===== config.mk =====
export PLATFORM = sky130hd
export DESIGN_NAME = earliest_free_server_assigner_core
export DESIGN_NICKNAME = d
export VERILOG_FILES = /design/src/hw/rtl/efsa_pkg.sv /design/src/hw/rtl/earliest_free_server_assigner_core.sv /design/src/hw/rtl/efsa_ctrl.sv /design/src/hw/rtl/efsa_dp.sv
export VERILOG_INCLUDE_DIRS = /design/src /design/src/hw/rtl
export SDC_FILE = /design/constraint.sdc
export NUM_CORES = 2
export LEC_CHECK = 0
export ABC_AREA = 1
export BUFFER_PORTS_ARGS = -buffer_cell sky130_fd_sc_hd__buf_2
export CAP_MARGIN = 20
export CELL_PAD_IN_SITES_DETAIL_PLACEMENT = 0
export CELL_PAD_IN_SITES_GLOBAL_PLACEMENT = 1
export CORE_ASPECT_RATIO = 0.8
export CORE_MARGIN = 2
export CORE_UTILIZATION = 35
export DETAILED_ROUTE_END_ITERATION = 12
export PLACE_DENSITY = 0.67
export SETUP_SLACK_MARGIN = 0.4
export SYNTH_ARGS = -nofsm -noshare
export SYNTH_HDL_FRONTEND = slang
export SYNTH_SLANG_ARGS = --single-unit

===== constraint.sdc =====
create_clock -name clk -period 6.25 [get_ports clk]
set_clock_uncertainty 0.15 [all_clocks]
set_input_delay 0.625 -clock clk [delete_from_list [all_inputs] [get_ports clk]]
set_output_delay 0.625 -clock clk [all_outputs]
set_load 0.02 [all_outputs]

===== src/hw/rtl/earliest_free_server_assigner_core_macros.svh =====
// assertion macros for the earliest free server assigner
`ifndef EARLIEST_FREE_SERVER_ASSIGNER_CORE_MACROS_SVH
`define EARLIEST_FREE_SERVER_ASSIGNER_CORE_MACROS_SVH

`ifndef ASSERT_OFF
// checked only while out of reset
`define EFSA_ASSERT(lbl, prop, msg) \
  lbl: assert property (@(posedge clk) disable iff (!rst_n) prop) else $error(msg);
// checked at every edge, reset included
`define EFSA_ASSERT_ALWAYS(lbl, prop, msg) \
  lbl: assert property (@(posedge clk) prop) else $error(msg);
`else
`define EFSA_ASSERT(lbl, prop, msg)
`define EFSA_ASSERT_ALWAYS(lbl, prop, msg)
`endif

`endif


===== src/hw/rtl/efsa_pkg.sv =====
// shared constants, types and controller encodings for the server assigner
package efsa_pkg;

  localparam int MAX_SERVERS_DEF = 64;
  localparam int CFG_W           = 7;
  localparam int DUR_W           = 16;
  localparam int TIME_W          = 32;
  localparam int OUT_W           = 7;

  typedef enum logic [4:0] {
    ST_IDLE   = 5'b00001,
    ST_SCAN   = 5'b00010,
    ST_UPDATE = 5'b00100,
    ST_RSCAN  = 5'b01000,
    ST_REPORT = 5'b10000
  } state_t;

  // controller to datapath
  typedef struct packed {
    logic capture;
    logic scan_start;
    logic write;
    logic report;
  } cmd_t;

  // datapath to controller
  typedef struct packed {
    logic scan_done;
    logic last;
  } sts_t;

endpackage


===== src/hw/rtl/earliest_free_server_assigner_core.sv =====
// top level of the earliest free server assigner
// Items are taken one at a time while busy is low. An item carrying a job, an empty item
// ending a run, and a job item that also ends the run hold busy through their scans and
// the update or report that follows; an empty item that does not end a run is absorbed
// in its accept cycle. The finish time memory has a single read port, scanned one server
// per cycle by one comparator, once to place the job and once more for the end-of-run
// report. The result appears on the out_ ports for exactly one cycle with out_valid high,
// in the first cycle after busy falls, and must be taken then: the receiver cannot stall
// it. The table is cleared at the edge that raises out_valid, so no clearing pass follows
// reset or a run.
`include "earliest_free_server_assigner_core_macros.svh"

module earliest_free_server_assigner_core #(
  parameter int MAX_SERVERS = efsa_pkg::MAX_SERVERS_DEF
) (
  input  logic                       clk,
  input  logic                       rst_n,
  input  logic                       start,
  output logic                       busy,
  input  logic                       in_has_job,
  input  logic [efsa_pkg::DUR_W-1:0] in_duration,
  input  logic                       in_last,
  input  logic                       cfg_we,
  input  logic [efsa_pkg::CFG_W-1:0] cfg_wdata,
  output logic                       out_valid,
  output logic [efsa_pkg::OUT_W-1:0] out_next_server,
  output logic                       out_saturated
);

  efsa_pkg::cmd_t cmd;
  efsa_pkg::sts_t sts;

  efsa_ctrl u_ctrl (
    .clk        (clk),
    .rst_n      (rst_n),
    .start      (start),
    .in_has_job (in_has_job),
    .in_last    (in_last),
    .sts        (sts),
    .busy       (busy),
    .cmd        (cmd)
  );

  efsa_dp #(
    .MAX_SERVERS (MAX_SERVERS)
  ) u_dp (
    .clk             (clk),
    .rst_n           (rst_n),
    .cmd             (cmd),
    .sts             (sts),
    .in_duration     (in_duration),
    .in_last         (in_last),
    .cfg_we          (cfg_we),
    .cfg_wdata       (cfg_wdata),
    .out_valid       (out_valid),
    .out_next_server (out_next_server),
    .out_saturated   (out_saturated)
  );

  // a report only follows work in progress
  `EFSA_ASSERT(a_out_after_busy, out_valid |-> $past(busy), "result without a run in progress")
  // one result per run end
  `EFSA_ASSERT(a_out_single, out_valid |=> !out_valid, "result strobe held for two cycles")
  // an item that does work must raise busy
  `EFSA_ASSERT(a_busy_on_work, (start && !busy && (in_has_job || in_last)) |=> busy,
               "working item did not raise busy")
  // no result straight out of reset
  `EFSA_ASSERT_ALWAYS(a_quiet_reset, !rst_n |=> !out_valid, "result strobe after reset")

endmodule


===== src/hw/rtl/efsa_ctrl.sv =====
// sequencing state machine for the server assigner
module efsa_ctrl (
  input  logic           clk,
  input  logic           rst_n,
  input  logic           start,
  input  logic           in_has_job,
  input  logic           in_last,
  input  efsa_pkg::sts_t sts,
  output logic           busy,
  output efsa_pkg::cmd_t cmd
);

  efsa_pkg::state_t state_r, state_nxt;
  logic             accept;

  assign busy   = (state_r != efsa_pkg::ST_IDLE);
  assign accept = start && !busy;

  always_comb begin
    state_nxt      = state_r;
    cmd            = '0;
    cmd.capture    = accept;
    unique case (state_r)
      efsa_pkg::ST_IDLE: begin
        if (accept && in_has_job) begin
          cmd.scan_start = 1'b1;
          state_nxt      = efsa_pkg::ST_SCAN;
        end else if (accept && in_last) begin
          cmd.scan_start = 1'b1;
          state_nxt      = efsa_pkg::ST_RSCAN;
        end
      end
      efsa_pkg::ST_SCAN: begin
        if (sts.scan_done) begin
          state_nxt = efsa_pkg::ST_UPDATE;
        end
      end
      efsa_pkg::ST_UPDATE: begin
        cmd.write = 1'b1;
        // the report scan may start now: its first read lands after the write
        if (sts.last) begin
          cmd.scan_start = 1'b1;
          state_nxt      = efsa_pkg::ST_RSCAN;
        end else begin
          state_nxt = efsa_pkg::ST_IDLE;
        end
      end
      efsa_pkg::ST_RSCAN: begin
        if (sts.scan_done) begin
          state_nxt = efsa_pkg::ST_REPORT;
        end
      end
      efsa_pkg::ST_REPORT: begin
        cmd.report = 1'b1;
        state_nxt  = efsa_pkg::ST_IDLE;
      end
      default: begin
        state_nxt = efsa_pkg::ST_IDLE;
      end
    endcase
  end

  always_ff @(posedge clk) begin
    if (!rst_n) begin
      state_r <= efsa_pkg::ST_IDLE;
    end else begin
      state_r <= state_nxt;
    end
  end

endmodule


===== src/hw/rtl/efsa_dp.sv =====
// finish time memory, scanning comparator, saturating adder and result registers
module efsa_dp #(
  parameter int MAX_SERVERS = efsa_pkg::MAX_SERVERS_DEF
) (
  input  logic                       clk,
  input  logic                       rst_n,
  input  efsa_pkg::cmd_t             cmd,
  output efsa_pkg::sts_t             sts,
  input  logic [efsa_pkg::DUR_W-1:0] in_duration,
  input  logic                       in_last,
  input  logic                       cfg_we,
  input  logic [efsa_pkg::CFG_W-1:0] cfg_wdata,
  output logic                       out_valid,
  output logic [efsa_pkg::OUT_W-1:0] out_next_server,
  output logic                       out_saturated
);

  localparam int IDX_W  = (MAX_SERVERS > 1) ? $clog2(MAX_SERVERS) : 1;
  localparam int TIME_W = efsa_pkg::TIME_W;

  // finish time store and its per-entry valid bits
  logic [TIME_W-1:0]      ft_mem [MAX_SERVERS];
  logic [MAX_SERVERS-1:0] vld_r, vld_nxt;
  logic [TIME_W-1:0]      rd_data_r;
  logic                   vld_q_r;

  logic [IDX_W-1:0] last_idx_r, last_idx_nxt, cfg_last_idx;
  logic [efsa_pkg::DUR_W-1:0] dur_r, dur_nxt;
  logic             last_r, last_nxt;
  logic             sat_r, sat_nxt;

  logic             issuing_r, issuing_nxt;
  logic [IDX_W-1:0] rd_idx_r, rd_idx_nxt;
  logic             cmp_en_r, cmp_en_nxt;
  logic [IDX_W-1:0] cmp_idx_r, cmp_idx_nxt;
  logic [TIME_W-1:0] best_val_r, best_val_nxt;
  logic [IDX_W-1:0] best_idx_r, best_idx_nxt;

  logic                       out_valid_r, out_valid_nxt;
  logic [efsa_pkg::OUT_W-1:0] out_next_server_r, out_next_server_nxt;
  logic                       out_saturated_r, out_saturated_nxt;

  logic [TIME_W-1:0] rd_val;
  logic              take;
  logic [TIME_W:0]   sum;
  logic [TIME_W-1:0] upd_val;
  logic [IDX_W:0]    idx_p1;

  // clamp the written server count to 1..MAX_SERVERS, kept as the last index
  always_comb begin
    if (cfg_wdata == '0 || MAX_SERVERS == 1) begin
      cfg_last_idx = '0;
    end else if (32'(cfg_wdata) > 32'(MAX_SERVERS)) begin
      cfg_last_idx = IDX_W'(MAX_SERVERS - 1);
    end else begin
      cfg_last_idx = IDX_W'(cfg_wdata - 1'b1);
    end
  end

  assign rd_val  = vld_q_r ? rd_data_r : '0;
  assign take    = cmp_en_r && ((cmp_idx_r == '0) || (rd_val < best_val_r));
  assign sum     = {1'b0, best_val_r} + (TIME_W + 1)'(dur_r);
  assign upd_val = sum[TIME_W] ? '1 : sum[TIME_W-1:0];
  assign idx_p1  = {1'b0, best_idx_r} + (IDX_W + 1)'(1);

  assign sts.scan_done = cmp_en_r && (cmp_idx_r == last_idx_r);
  assign sts.last      = last_r;

  always_comb begin
    last_idx_nxt        = cfg_we ? cfg_last_idx : last_idx_r;
    dur_nxt             = cmd.capture ? in_duration : dur_r;
    last_nxt            = cmd.capture ? in_last : last_r;
    vld_nxt             = vld_r;
    sat_nxt             = sat_r;
    issuing_nxt         = issuing_r;
    rd_idx_nxt          = rd_idx_r;
    cmp_en_nxt          = issuing_r;
    cmp_idx_nxt         = rd_idx_r;
    best_val_nxt        = take ? rd_val : best_val_r;
    best_idx_nxt        = take ? cmp_idx_r : best_idx_r;
    out_valid_nxt       = cmd.report;
    out_next_server_nxt = out_next_server_r;
    out_saturated_nxt   = out_saturated_r;

    // one entry read per cycle until the last active server
    if (cmd.scan_start) begin
      issuing_nxt = 1'b1;
      rd_idx_nxt  = '0;
    end else if (issuing_r) begin
      if (rd_idx_r == last_idx_r) begin
        issuing_nxt = 1'b0;
      end else begin
        rd_idx_nxt = rd_idx_r + 1'b1;
      end
    end

    if (cmd.write) begin
      vld_nxt[best_idx_r] = 1'b1;
      if (sum[TIME_W]) begin
        sat_nxt = 1'b1;
      end
    end

    // report, then wipe the table for the next run
    if (cmd.report) begin
      out_next_server_nxt = efsa_pkg::OUT_W'(idx_p1);
      out_saturated_nxt   = sat_r;
      vld_nxt             = '0;
      sat_nxt             = 1'b0;
    end
  end

  always_ff @(posedge clk) begin
    if (cmd.write) begin
      ft_mem[best_idx_r] <= upd_val;
    end
    rd_data_r <= ft_mem[rd_idx_r];
  end

  always_ff @(posedge clk) begin
    if (!rst_n) begin
      vld_r       <= '0;
      sat_r       <= 1'b0;
      last_idx_r  <= '0;
      last_r      <= 1'b0;
      issuing_r   <= 1'b0;
      cmp_en_r    <= 1'b0;
      out_valid_r <= 1'b0;
    end else begin
      vld_r       <= vld_nxt;
      sat_r       <= sat_nxt;
      last_idx_r  <= last_idx_nxt;
      last_r      <= last_nxt;
      issuing_r   <= issuing_nxt;
      cmp_en_r    <= cmp_en_nxt;
      out_valid_r <= out_valid_nxt;
    end
  end

  always_ff @(posedge clk) begin
    vld_q_r           <= vld_r[rd_idx_r];
    dur_r             <= dur_nxt;
    rd_idx_r          <= rd_idx_nxt;
    cmp_idx_r         <= cmp_idx_nxt;
    best_val_r        <= best_val_nxt;
    best_idx_r        <= best_idx_nxt;
    out_next_server_r <= out_next_server_nxt;
    out_saturated_r   <= out_saturated_nxt;
  end

  assign out_valid       = out_valid_r;
  assign out_next_server = out_next_server_r;
  assign out_saturated   = out_saturated_r;

endmodule


---- Yosys cells after proc, flatten, opt, wreduce, memory -nomap -nowiden ----
Memory sizes are Yosys's and may differ from the RTL's. A register that Yosys moved wholly into a read port is not among the register bits.
Index checks and enable logic that the tools add are counted.
word-level totals
  register bits ........................... 155
  memory bits (writable) .................. 2048
  input bits .............................. 29
  output and inout port bits .............. 10
  word-level logic and storage cells ...... 79
  memories kept ........................... 1
operators by class
  $add $sub $neg .......................... 4
  order comparisons ....................... 5
  equality and inequality tests ........... 11
  muxes and demuxes ....................... 25
  bitwise operators ....................... 3
  reduce and logical (&&, ||, !) cells .... 14
memories
  memory       depth  bits a word  read ports  clocked after Yosys merged registers in  wr ports  line           RTL
  u_dp.ft_mem  64     32           1           1                                        1         efsa_dp.sv:22  logic [TIME_W-1:0] ft_mem [MAX_SERVERS];
operators by type and width
  operator                                                     number
  two-way mux 32 bit                                           2
  bitwise OR 64 bit                                            1
  adder 32 x 16 -> 33 bit                                      1
  less-than comparator 32 bit                                  1
  two-way mux 5 bit                                            4
  one-hot mux 5 bit (4 select lines)                           1
  less-than comparator 6 x 7 -> 1 bit (second input constant)  2
  == test 6 bit                                                2
  two-way mux 1 bit                                            12
  two-way mux 6 bit                                            2
  adder 6 x 1 -> 7 bit (second input constant)                 1
  greater-than comparator 7 bit (second input constant)        1
  zero test 7 bit                                              1
  adder 6 x 1 -> 6 bit (second input constant)                 1
  binary-select mux 1 bit (select 6 bit)                       1
  demux 1 bit (select 6 bit)                                   1
  >= comparator 6 x 1 -> 1 bit (second input constant)         1
  logical AND 1 bit                                            6
  zero test 6 bit                                              1
  subtractor 6 x 1 -> 6 bit (second input constant)            1
  == test 5 x 1 -> 1 bit (second input constant)               1
  == test 5 x 2 -> 1 bit (second input constant)               1
  == test 5 x 3 -> 1 bit (second input constant)               1
  == test 5 x 4 -> 1 bit (second input constant)               1
  other kinds (12)                                             15

---- Depth between registers and ports, before layout ----
  word-level depth ........................ 8
  gate-level depth with buffers ........... 15

---- Hierarchy ----
A second synthesis with hierarchy kept.
second synthesis, totals
  cell total of the unflattened synthesis .. 7168
  area total of the unflattened synthesis .. 89268.1 um2
by module, submodules not included
  module     instances  cells each  area an instance (um2)  seq. area each (um2)
  efsa_dp    1          7113        88904.0                 65763.1
  efsa_ctrl  1          55          364.1                   100.1

---- Least setup slack after synthesis ----
No wires, ideal clock.
  kind .................................... register -> register
  start ................................... reg u_dp.best_val_r[0]
  end ..................................... mem u_dp.ft_mem[0][24] (data pin)
  library setup time ...................... 0.702 ns
  arrival ................................. 4.238 ns
  required time ........................... 5.398 ns
  path slack .............................. 1.160 ns
  stages on the path, launching flop included .. 12
  path buffers ............................ 0
  cells stage by stage .................... edfxtp_1 ha_1 fa_1 nand3_1 nand3_1 nand2_1 nand2_1 nand3_1 nand2_1 nand2_1 inv_1 o21ai_0
between the ends
  word-level cells in the longest chain between the ends .. 2
RTL lines
  what                        line            RTL
  from (decl)                 efsa_dp.sv:36   logic [TIME_W-1:0] best_val_r, best_val_nxt;
  from (signal assigned)      efsa_dp.sv:145  best_val_r <= best_val_nxt;
  adder 32 x 16 -> 33 bit     efsa_dp.sv:62   assign sum = {1'b0, best_val_r} + (TIME_W + 1)'(dur_r);
  two-way mux 32 bit          efsa_dp.sv:63   assign upd_val = sum[TIME_W] ? '1 : sum[TIME_W-1:0];
  named net u_dp.upd_val[24]  efsa_dp.sv:46   logic [TIME_W-1:0] upd_val;
  to (decl)                   efsa_dp.sv:22
The timed path passes the listed nets, and every way through them passes these cells.

---- Final worst setup path ----
  start ................................... reg u_dp.best_val_r[0]
  end ..................................... mem u_dp.ft_mem[34][28] (data pin)
The elaborated chain is that of the path after synthesis.

==> impl_metrics.toml <==
[status]
status = "completed"

[worst_setup_path]
worst_setup_path_start_kind = "flop"
cpPeakStageDelay_ps = 850
crit_path_max_fanout = 33
critPathSlowestCell = "nand3_2"
critPathBufInv = 2
endpoint_kind = "flop"
cp.arrival_ps = 5070
critPathKind = "flop to flop"
worst_path_most_repeated_cell = "nand2_1"
critical_path.top_delay_family = "simple AND/OR/NAND/NOR gates"
critical_path.cell_chain = "ha_1 > fa_1 > nand3_1 > nand3_1 > nand2_1 > nand2_1 > nand3_1 > nand2_1 > nand2_1 > inv_1 > nand2_1 > nand3_2 > buf_4"
required_ps = 6650

[grt]
grt-ovfl-total = 0
grt_usage_pct = 20.75
use_met1_pct = 30.96
grt_first_pass_wirelength_um = 394500
top_usage_layer = "met1"
grt_pass1_vias = 54864
grt_max_degree = 202
use_met2_pct = 30.61
antenna_found_initial = 19
grt.met3_usage_pct = 4.811

[floorplanning]
coreArea_mm2 = 0.2533
die-area_mm2 = 0.2595
initial_core_util_pct = 35.29
die_w_um = 569.1
std_cell_rows = 165
io-pin-count = 39
die_h_um = 456.1

[logic_synthesis]
async_reset_ff_share_pct = 0
syn-cell-area_mm2 = 0.08940
ys_types = 41
synth_commonest_cells = "2110 x edfxtp_1, 1525 x nor2_1, 928 x o21ai_0"
ys_ff_latch = 2235
syn_area_per_cell_um2 = 12.52
syn_inst = 7141
yosysSeqAreaShare_pct = 73.67
yosys.cell_count.top_type = "edfxtp_1"
synth.yosys.warnings = 0
synth_edf_count = 2110
synthTopCellsByArea = "edfxtp_1 71%, nor2_1 6.4%, o21ai_0 5.2%, dfxtp_1 2.8%, nand2_1 2.1%"
synth_nets = 7222
synth_top_area_share_pct = 70.87
synth_top_area_cell = "edfxtp_1"
synth_ff_type = "edfxtp_1"

[pwr]
p_leak_nw = 33.26
p_per_area_mw_per_mm2 = 418.9
ir_drop_uv = 409.6

[routing]
route.detailed.drc = 0
drt_first_pass_iters = 6
via_per_inst = 5.510
antenna_left = 0
vias = 58919
wl_um = 277100
initialDrtViolationCount = 8039
wl_per_cell_um = 25.91

[finish]
final_nets = 7235
drive_above_1_share_pct = 9.317
instances_no_fill = 10694
area_delta_synth_final_pct = 13.52

[clock_network]
cts_buffer_depth = 3
cts_tree = "done"
post-cts-setup-buffer-count = 0
cts-resized-gates = 0
clock_sinks = 2235
numCtsBuffers = 224
h-tree-depth = 4
cts_hold_buf = 25
insertion_delay_ps = 880
clk_pin_slew_ps = 60
clock-root-buffer = "clkbuf_16"

[place]
port_buffers = 38
dp_hpwl_um = 149900
place.gp.congestion = 0.9123
dp.cells = 10241

[timing]
fin_crit_ps = 4671
setup_violations = 0
final_hold_viol_count = 0
slew_viol_final = 0
rsz0062_at_grt = "no"
fin_setup_tns_ps = 0
max_freq_mhz = 214.1
post-route-period-util_pct = 74.74
slew_headroom_pct = 24.22
worst_slew_pin_slew_ps = 1137

[min_path]
min_path_type = "input pin to flop"

[flow_run]
drv_cap = 0
-- per-stage QoR --
step                hold WS [ps]  power, mW  cell area (µm²)  util (%)  setup WS [ps]
floorplan                  175.8      25.50            89400         -           1160
global placement           263.7      28.96            93640     36.97           1598
detailed placement         271.6      29.15            93800     37.03           1725
CTS                        11.33      42.56           101400     40.05           1696
global route               89.02      44.26           101500     40.06           1354
finish                     60.53      42.52           101500     40.07           1579
-- routing by layer --
metal | vias up | routed length, µm | part of all wire (%)
met5 | - | 0 | 0
met2 | 2706 | 120300 | 43
met1 | 29791 | 123200 | 44
li1 | 26130 | - | -
met4 | 0 | 5055 | 1.8
met3 | 292 | 28490 | 10
-- cell usage in the layout (no fill, tap or decap), drive strengths merged, types with 114 or more instances in the layout --
master	Yosys	layout
edfxtp	2110	2110
nor2	1526	1526
o21ai	1078	1078
nand2	490	490
nand3	356	356
clkbuf	249	280
o22ai	258	258
o211ai	244	244
buf	210	221
inv	154	162
a21oi	152	152
dfxtp	125	125
clkinv	4	114
-- state kept, by name, summed over array words and instances (netlist names) --
signal / cells
u_dp.ft_mem: 2048
u_dp.vld_r: 64
u_dp.best_val_r: 32
u_dp.rd_data_r: 32
u_dp.dur_r: 16
u_dp.out_next_server: 7
u_dp.best_idx_r: 6
u_dp.cmp_idx_nxt: 6
u_dp.cmp_idx_r: 6
u_dp.last_idx_r: 6
u_ctrl.state_r: 5
u_dp.cmp_en_nxt: 1
u_dp.cmp_en_r: 1
u_dp.last_r: 1
u_dp.out_saturated: 1
u_dp.out_valid: 1
u_dp.sat_r: 1
u_dp.vld_q_r: 1
-- cell type report --
cell class,instances,area [µm²]
Clock inverter,144,1520
Fill cell,23439,151800
Sequential cell,2235,65880
Inverter,158,636.9
Tap cell,3340,4179
Timing Repair Buffer,246,2182
Clock buffer,280,5876
Antenna cell,2,5.005
Multi-Input combinational cell,4289,21220
-- worst reg2reg max path, delay by kind of cell, from the launching register on --
family / cells / cell delay [ps]
adder cells (fa/ha/maj): 2 / 660
buffers and inverters: 2 / 690
flip-flops: 1 / 390
AND/OR/NAND/NOR: 9 / 2440
-- where the power goes --
group,internal (mW),switching [mW],total (mW)
registers,18.2,0.226,18.4
logic,2.60,8.03,10.6
clock network,7.59,5.92,13.5
total,28.3,14.2,42.5
-- cell families (layout without fill, tap and decap cells) --
logic type               count (synthesis)  after routing  synth area share, %
adder cells (fa/ha/maj)                 52             52               0.7361
XOR/XNOR                                20             20               0.1959
other                                    0              2                    0
AO/OA/AOI/OAI                         1762           1762                11.02
flip-flops                            2235           2235                73.67
AND/OR/NAND/NOR                       2455           2455                11.06
buffers and inverters                  617            828                3.317
-- final timing paths --
kind	start	to	slack, ps	cells after the start
worst max-delay path	u_dp.best_val_r[0]	u_dp.ft_mem[34][28]	1580	13
worst min register to register	u_dp.sat_r	u_dp.out_saturated	290	0
worst min-delay path	cfg_wdata[2]	u_dp.last_idx_r[2]	60	6
worst max register to register	u_dp.best_val_r[0]	u_dp.ft_mem[34][28]	1580	13
Note: power is estimated with default switching activity, not from simulation.
